## src/rtl/prl_pkg.sv

```systemverilog
// Shared types and constants for the prime range lister.
// Used by prl_rem and prime_range_lister; depends on nothing else.
`timescale 1ns / 1ps

package prl_pkg;

    // Width of each bound and of the reported prime on the ports
    localparam int unsigned FIELD_BITS = 8;

    // Smallest value that can be prime
    localparam int unsigned SMALLEST_PRIME = 2;

    // Status returned by the serial remainder unit
    typedef struct packed {
        logic done;   // one-cycle pulse: remainder is ready
        logic zero;   // remainder is zero (valid with done)
    } rem_res_t;

endpackage

```

## src/rtl/prl_rem.sv

```systemverilog
// Bit-serial remainder unit: restoring division, one dividend bit per cycle.
// Depends on prl_pkg for the result struct.
`timescale 1ns / 1ps

module prl_rem #(
    parameter int unsigned VALUE_BITS = 8
) (
    input  logic                  clk,
    input  logic                  rst_n,
    input  logic                  start,
    input  logic [VALUE_BITS-1:0] dividend,
    input  logic [VALUE_BITS-1:0] divisor,
    output prl_pkg::rem_res_t     res
);

    localparam int unsigned CNT_W = $clog2(VALUE_BITS + 1);

    logic                  busy_reg, busy_next;
    logic [CNT_W-1:0]      cnt_reg, cnt_next;
    logic [VALUE_BITS-1:0] quo_reg, quo_next;
    logic [VALUE_BITS-1:0] rem_reg, rem_next;
    logic [VALUE_BITS-1:0] div_reg, div_next;
    logic                  done_reg, done_next;
    logic                  zero_reg, zero_next;
    logic [VALUE_BITS:0]   trial;
    logic [VALUE_BITS:0]   diff;
    logic [VALUE_BITS-1:0] rem_step;

    // Shift in the next dividend bit and subtract the divisor if it fits
    always_comb
    begin
        trial = {rem_reg, quo_reg[VALUE_BITS-1]};
        diff  = trial - {1'b0, div_reg};
        if (trial >= {1'b0, div_reg})
        begin
            rem_step = diff[VALUE_BITS-1:0];
        end
        else
        begin
            rem_step = trial[VALUE_BITS-1:0];
        end
    end

    // Sequence one division per start request
    always_comb
    begin
        busy_next = busy_reg;
        cnt_next  = cnt_reg;
        quo_next  = quo_reg;
        rem_next  = rem_reg;
        div_next  = div_reg;
        done_next = 1'b0;
        zero_next = zero_reg;
        if (start)
        begin
            busy_next = 1'b1;
            cnt_next  = CNT_W'(VALUE_BITS);
            quo_next  = dividend;
            rem_next  = '0;
            div_next  = divisor;
        end
        else if (busy_reg)
        begin
            rem_next = rem_step;
            quo_next = {quo_reg[VALUE_BITS-2:0], 1'b0};
            cnt_next = cnt_reg - 1'b1;
            if (cnt_reg == CNT_W'(1))
            begin
                busy_next = 1'b0;
                done_next = 1'b1;
                zero_next = (rem_step == '0);
            end
        end
    end

    // Control state
    always_ff @(posedge clk or negedge rst_n)
    begin
        if (!rst_n)
        begin
            busy_reg <= 1'b0;
            done_reg <= 1'b0;
            cnt_reg  <= '0;
        end
        else
        begin
            busy_reg <= busy_next;
            done_reg <= done_next;
            cnt_reg  <= cnt_next;
        end
    end

    // Datapath shift registers
    always_ff @(posedge clk)
    begin
        quo_reg  <= quo_next;
        rem_reg  <= rem_next;
        div_reg  <= div_next;
        zero_reg <= zero_next;
    end

    assign res.done = done_reg;
    assign res.zero = zero_reg;

endmodule

```

## src/rtl/prime_range_lister.sv

```systemverilog
// Prime range lister: emits every prime strictly between two bounds, in order.
// Each divisor test runs in the serial remainder unit; a candidate c costs up to
// (c - 2) tests. One request is worked at a time; the next is taken once the
// last prime is handed to the output register. Reset (rst_n, async, low)
// returns to idle and drops any pending result.
// Depends on prl_pkg and prl_rem.
`timescale 1ns / 1ps

module prime_range_lister #(
    parameter int unsigned VALUE_BITS = 8
) (
    input  logic        clk,
    input  logic        rst_n,
    input  logic        s_axis_tvalid,
    output logic        s_axis_tready,
    input  logic [15:0] s_axis_tdata,   // [7:0] range_low, [15:8] range_high
    output logic        m_axis_tvalid,
    input  logic        m_axis_tready,
    output logic [7:0]  m_axis_tdata,   // [7:0] prime_value
    output logic        m_axis_tlast    // last_flag
);

    localparam int unsigned FB = prl_pkg::FIELD_BITS;

    localparam logic [2:0] S_IDLE  = 3'd0;
    localparam logic [2:0] S_NEXT  = 3'd1;
    localparam logic [2:0] S_TEST  = 3'd2;
    localparam logic [2:0] S_DIV   = 3'd3;
    localparam logic [2:0] S_FOUND = 3'd4;

    logic [2:0]            state_reg, state_next;
    logic [VALUE_BITS:0]   cand_reg, cand_next;
    logic [VALUE_BITS-1:0] hi_reg, hi_next;
    logic [VALUE_BITS-1:0] dvs_reg, dvs_next;
    logic                  pend_valid_reg, pend_valid_next;
    logic [VALUE_BITS-1:0] pend_reg, pend_next;
    logic                  out_valid_reg, out_valid_next;
    logic [VALUE_BITS-1:0] out_data_reg, out_data_next;
    logic                  out_last_reg, out_last_next;
    logic                  slot_free;
    logic                  rem_start;
    prl_pkg::rem_res_t     rem_res;

    prl_rem #(
        .VALUE_BITS(VALUE_BITS)
    ) u_rem (
        .clk      (clk),
        .rst_n    (rst_n),
        .start    (rem_start),
        .dividend (cand_reg[VALUE_BITS-1:0]),
        .divisor  (dvs_reg),
        .res      (rem_res)
    );

    assign slot_free     = !out_valid_reg || m_axis_tready;
    assign s_axis_tready = (state_reg == S_IDLE);

    // Walk candidates and divisors; hold one found prime until the next is known
    always_comb
    begin
        state_next      = state_reg;
        cand_next       = cand_reg;
        hi_next         = hi_reg;
        dvs_next        = dvs_reg;
        pend_valid_next = pend_valid_reg;
        pend_next       = pend_reg;
        out_valid_next  = out_valid_reg && !m_axis_tready;
        out_data_next   = out_data_reg;
        out_last_next   = out_last_reg;
        rem_start       = 1'b0;
        unique case (state_reg)
            S_IDLE:
            begin
                if (s_axis_tvalid)
                begin
                    cand_next       = {1'b0, s_axis_tdata[VALUE_BITS-1:0]} + 1'b1;
                    hi_next         = s_axis_tdata[FB +: VALUE_BITS];
                    pend_valid_next = 1'b0;
                    state_next      = S_NEXT;
                end
            end
            S_NEXT:
            begin
                if (cand_reg >= {1'b0, hi_reg})
                begin
                    // End of range: flush the held prime as the last one
                    if (!pend_valid_reg)
                    begin
                        state_next = S_IDLE;
                    end
                    else if (slot_free)
                    begin
                        out_valid_next  = 1'b1;
                        out_data_next   = pend_reg;
                        out_last_next   = 1'b1;
                        pend_valid_next = 1'b0;
                        state_next      = S_IDLE;
                    end
                end
                else if (cand_reg < (VALUE_BITS + 1)'(prl_pkg::SMALLEST_PRIME))
                begin
                    cand_next = cand_reg + 1'b1;
                end
                else
                begin
                    dvs_next   = VALUE_BITS'(prl_pkg::SMALLEST_PRIME);
                    state_next = S_TEST;
                end
            end
            S_TEST:
            begin
                // No divisor below the candidate divided it
                if (dvs_reg == cand_reg[VALUE_BITS-1:0])
                begin
                    state_next = S_FOUND;
                end
                else
                begin
                    rem_start  = 1'b1;
                    state_next = S_DIV;
                end
            end
            S_DIV:
            begin
                if (rem_res.done)
                begin
                    if (rem_res.zero)
                    begin
                        cand_next  = cand_reg + 1'b1;
                        state_next = S_NEXT;
                    end
                    else
                    begin
                        dvs_next   = dvs_reg + 1'b1;
                        state_next = S_TEST;
                    end
                end
            end
            S_FOUND:
            begin
                // Release the previous prime, then hold this one
                if (!pend_valid_reg || slot_free)
                begin
                    if (pend_valid_reg)
                    begin
                        out_valid_next = 1'b1;
                        out_data_next  = pend_reg;
                        out_last_next  = 1'b0;
                    end
                    pend_valid_next = 1'b1;
                    pend_next       = cand_reg[VALUE_BITS-1:0];
                    cand_next       = cand_reg + 1'b1;
                    state_next      = S_NEXT;
                end
            end
            default:
            begin
                state_next = S_IDLE;
            end
        endcase
    end

    // Control state
    always_ff @(posedge clk or negedge rst_n)
    begin
        if (!rst_n)
        begin
            state_reg      <= S_IDLE;
            pend_valid_reg <= 1'b0;
            out_valid_reg  <= 1'b0;
        end
        else
        begin
            state_reg      <= state_next;
            pend_valid_reg <= pend_valid_next;
            out_valid_reg  <= out_valid_next;
        end
    end

    // Payload registers
    always_ff @(posedge clk)
    begin
        cand_reg     <= cand_next;
        hi_reg       <= hi_next;
        dvs_reg      <= dvs_next;
        pend_reg     <= pend_next;
        out_data_reg <= out_data_next;
        out_last_reg <= out_last_next;
    end

    assign m_axis_tvalid = out_valid_reg;
    assign m_axis_tdata  = FB'(out_data_reg);
    assign m_axis_tlast  = out_last_reg;

endmodule
```

## config.mk

```make
export PLATFORM = sky130hd
export DESIGN_NAME = prime_range_lister
export DESIGN_NICKNAME = d
export VERILOG_FILES = /design/src/rtl/prl_pkg.sv /design/src/rtl/prl_rem.sv /design/src/rtl/prime_range_lister.sv
export SDC_FILE = /design/constraint.sdc
export NUM_CORES = 1
export LEC_CHECK = 0
export BUFFER_PORTS_ARGS = -buffer_cell sky130_fd_sc_hd__buf_4
export CORE_MARGIN = 4
export CORE_UTILIZATION = 50
export DETAILED_ROUTE_END_ITERATION = 16
export PLACE_DENSITY = 0.75
export SLEW_MARGIN = 10
export SYNTH_ARGS = -nofsm -noshare
export SYNTH_HDL_FRONTEND = slang
export SYNTH_SLANG_ARGS = --single-unit
```

## constraint.sdc

```tcl
create_clock -name clk -period 6.9 [get_ports clk]
set_clock_uncertainty 0.1 [all_clocks]
set_input_delay 0 -clock clk [delete_from_list [all_inputs] [get_ports clk]]
set_output_delay 0 -clock clk [all_outputs]
set_load 0.1 [all_outputs]
```

==> flow_metrics.py <==
metrics = {
    "setup_path": {
        "reg2reg_depth": 8,
        "path_class": "reg -> reg",
        "cp.required_ps": 6780,
        "start_kind": "register",
        "r2r-end": "dvs_reg[0]",
        "rrSetupSlack_ps": 3820,
        "cp.arrival_ps": 2950,
        "cp_max_fo": 8,
        "reg2reg_from": "cand_reg[0]",
        "end_kind": "register",
    },
    "routing": {
        "avgViaCountPerCell": 5.49,
        "drt-total-wl_um": 8120,
        "postRouteAntennaNets": 0,
        "drt-initial-drc-count": 149,
        "wl_per_cell_um": 15.8,
        "drc": 0,
        "dr.pass1.iters": 4,
        "vias": 2825,
    },
    "logic_synthesis": {
        "yosys_register_bits": 78,
        "synth_top_area_share": 0.432,
        "syn_inst": 358,
        "syn-mean-instance-area_um2": 11.4,
        "synthArstFlopShare": 0.141,
        "yosys.area.top_type": "edfxtp_1",
        "synth-main-ff-cell": "edfxtp_1",
        "synth_seq_area_share": 0.538,
        "synth_edf_count": 59,
        "yosysWarnings": 0,
        "synth_nets": 399,
        "syn_area_um2": 4100,
        "ys_top_cells_by_area": "edfxtp_1 (43%), dfrtp_1 (6.7%), ha_1 (6.1%)",
        "synth_cell_types": 60,
    },
    "sta": {
        "timing.final.hold_violations": 0,
        "fmax_mhz": 325,
        "fin_crit_sh": 0.446,
        "tns_ps": 0,
        "setup_viol": 0,
        "worstMarginPinSlew_ps": 765,
        "fin_ws_ps": 3820,
        "rsz0062_at_grt": "no",
        "slew_headroom": 0.490,
        "final.min_clock_period_ps": 3080,
        "slew_viol_final": 0,
    },
    "global_routing": {
        "grt_max_degree": 33,
        "grt_pass1_vias": 2898,
        "grt_usage": 0.179,
        "grt_overflow_total": 0,
        "grt_pass1_wl_um": 14000,
        "antenna_found_initial": 0,
    },
    "layout": {
        "synthToLayoutAreaGrowth_pct": 17.4,
        "register_area_um2": 2210,
        "largest_reg_flops": 9,
        "layout-drive-gt1-share": 0.160,
        "antenna_cells": 0,
        "nets": 450,
        "multi_input_area_um2": 1740,
        "design_area_um2": 4810,
        "nFillCells": 652,
    },
    "clock_tree": {
        "cts_max_path_buffers": 2,
        "numCtsBuffers": 9,
        "clock_latency_ps": 350,
        "cts_tree": "yes",
        "clkTransAtPathRegs_ps": 80,
        "post_cts_buffers": 0,
        "h-tree-depth": 3,
        "cts_root_buffer": "clkbuf_8",
        "numClockSinks": 78,
    },
    "status": {
        "outcome": "finished, final reports clean",
    },
    "placed_design": {
        "port-buffer-count": 30,
        "dp_hpwl_um": 5770,
        "routabilityCongestion": 0.814,
        "post-place-ws_ps": 3880,
        "placed_area_um2": 4410,
    },
    "worst_hold_path": {
        "hold_path.class": "in -> reg",
        "min_delay_worst_endpoint": "cand_reg[0]",
        "min_path_cells": 4,
        "min_from": "s_axis_tdata[0]",
    },
    "pwr": {
        "p_leak_nw": 1.90,
        "power_density_nw_per_um2": 454,
        "irDropWorstVdd_uv": 163,
    },
    "floorplanning": {
        "die_area_um2": 9710,
        "die_x_um": 98.5,
        "die_h_um": 98.5,
        "initial_core_util": 0.522,
        "io_pins": 31,
        "core-area_um2": 7850,
        "core.rowCount": 32,
    },
    "flow_run": {
        "max_cap_violations": 0,
    },
}
-- cells in the mapped netlist, types with 2 or more instances --
| cell | count |
|---|---|
| a211o_1 | 3 |
| a211oi_1 | 3 |
| a211oi_2 | 3 |
| a21o_1 | 6 |
| a21oi_1 | 13 |
| a31oi_1 | 4 |
| and2_1 | 3 |
| and3_1 | 6 |
| buf_2 | 4 |
| buf_4 | 2 |
| clkbuf_1 | 3 |
| dfrtp_1 | 11 |
| dfxtp_1 | 8 |
| edfxtp_1 | 59 |
| ha_1 | 20 |
| inv_1 | 27 |
| mux2_1 | 4 |
| mux2_2 | 6 |
| mux2i_1 | 7 |
| nand2_1 | 17 |
| nand2b_1 | 5 |
| nand3_1 | 16 |
| nand3b_1 | 3 |
| nand4_1 | 2 |
| nor2_1 | 31 |
| nor2b_1 | 4 |
| nor3_1 | 9 |
| nor4_1 | 3 |
| o21a_1 | 3 |
| o21ai_0 | 10 |
| o21ai_1 | 3 |
| o21bai_1 | 2 |
| or2_1 | 2 |
| or3_1 | 3 |
| or4_1 | 2 |
| xnor2_1 | 15 |
| xor2_1 | 13 |
-- timing repair --
item | 4_1_cts | 5_1_grt
hold endpoints to repair | 29 | 0
hold buffers | 19 | 0
resized for setup | 0 | 0
-- how the worst max path moves through the flow --
stage | end | slack [ps] | startpoint
floorplan | hi_reg[0] | 4030 | state_reg[0]
global placement | dvs_reg[0] | 4010 | cand_reg[0]
detailed placement | dvs_reg[0] | 3880 | cand_reg[0]
CTS | dvs_reg[4] | 3830 | cand_reg[0]
global route | dvs_reg[0] | 3650 | cand_reg[0]
finish | dvs_reg[0] | 3820 | cand_reg[0]
-- cells by family after synthesis --
| kind of cell | after synthesis | synth area share |
|---|---|---|
| and+or+nand+nor | 113 | 0.142 |
| DFF | 78 | 0.538 |
| AOI/OAI and AO/OA | 64 | 0.112 |
| buffers and inverters | 37 | 0.0369 |
| xor gates and xnor gates | 28 | 0.0598 |
| adders and majority gates | 21 | 0.0659 |
| muxes | 17 | 0.0446 |
-- cell usage in the layout, fill, tap and decap left out, types with 7 or more instances in the layout --
| cell type | n |
|---|---|
| xor2_1 | 13 |
| dfrtp_1 | 11 |
| edfxtp_1 | 59 |
| ha_1 | 20 |
| nor2_1 | 31 |
| nand2_1 | 17 |
| clkbuf_8 | 9 |
| xnor2_1 | 15 |
| o21ai_0 | 10 |
| inv_1 | 27 |
| mux2i_1 | 7 |
| dlygate4sd3_1 | 19 |
| a21oi_1 | 13 |
| buf_4 | 31 |
| dfxtp_1 | 8 |
| nor3_1 | 9 |
| nand3_1 | 16 |
-- cell type report --
class,instances,share of cell area
flip-flops and latches,78,0.459
clock buffers,9,0.0257
multi-input cells,243,0.362
repair buffers,50,0.0879
inverters,27,0.0211
well taps,102,0.0265
clock inverters,6,0.0182
-- metal layers --
layer / part of all wire / routed length, um / track usage
met1: 0.46 / 3740 / 0.248
met4: 0.020 / 159 / 0.0756
met2: 0.48 / 3890 / 0.280
met3: 0.040 / 326 / 0.0283
met5: 0 / 0 / 0
-- critical path, stage by stage (launching register included) --
cell	delay [ps]
edfxtp_1	430
inv_1	80
ha_1	300
nand2b_1	160
a211o_1	290
o2111ai_1	90
o21ai_1	220
or3_1	420
a21oi_1	620
-- where the power goes --
part / internal [mW] / total, mW / switching (mW)
Sequential: 0.703 / 0.867 / 0.164
Combinational: 0.418 / 0.953 / 0.535
Clock: 0.201 / 0.364 / 0.164
-- metrics by stage --
step / instances / util / power, mW / hold WS, ps
after floorplan: 358 / - / 1.61 / -396
after global placement: 481 / 0.562 / 1.78 / -261
after detailed placement: 481 / 0.562 / 1.81 / -256
after CTS: 515 / 0.613 / 2.19 / 24.1
after global routing: 515 / 0.613 / 2.35 / 57.7
final: 515 / 0.613 / 2.18 / 24.6
Power figures use the tool's default switching activity.
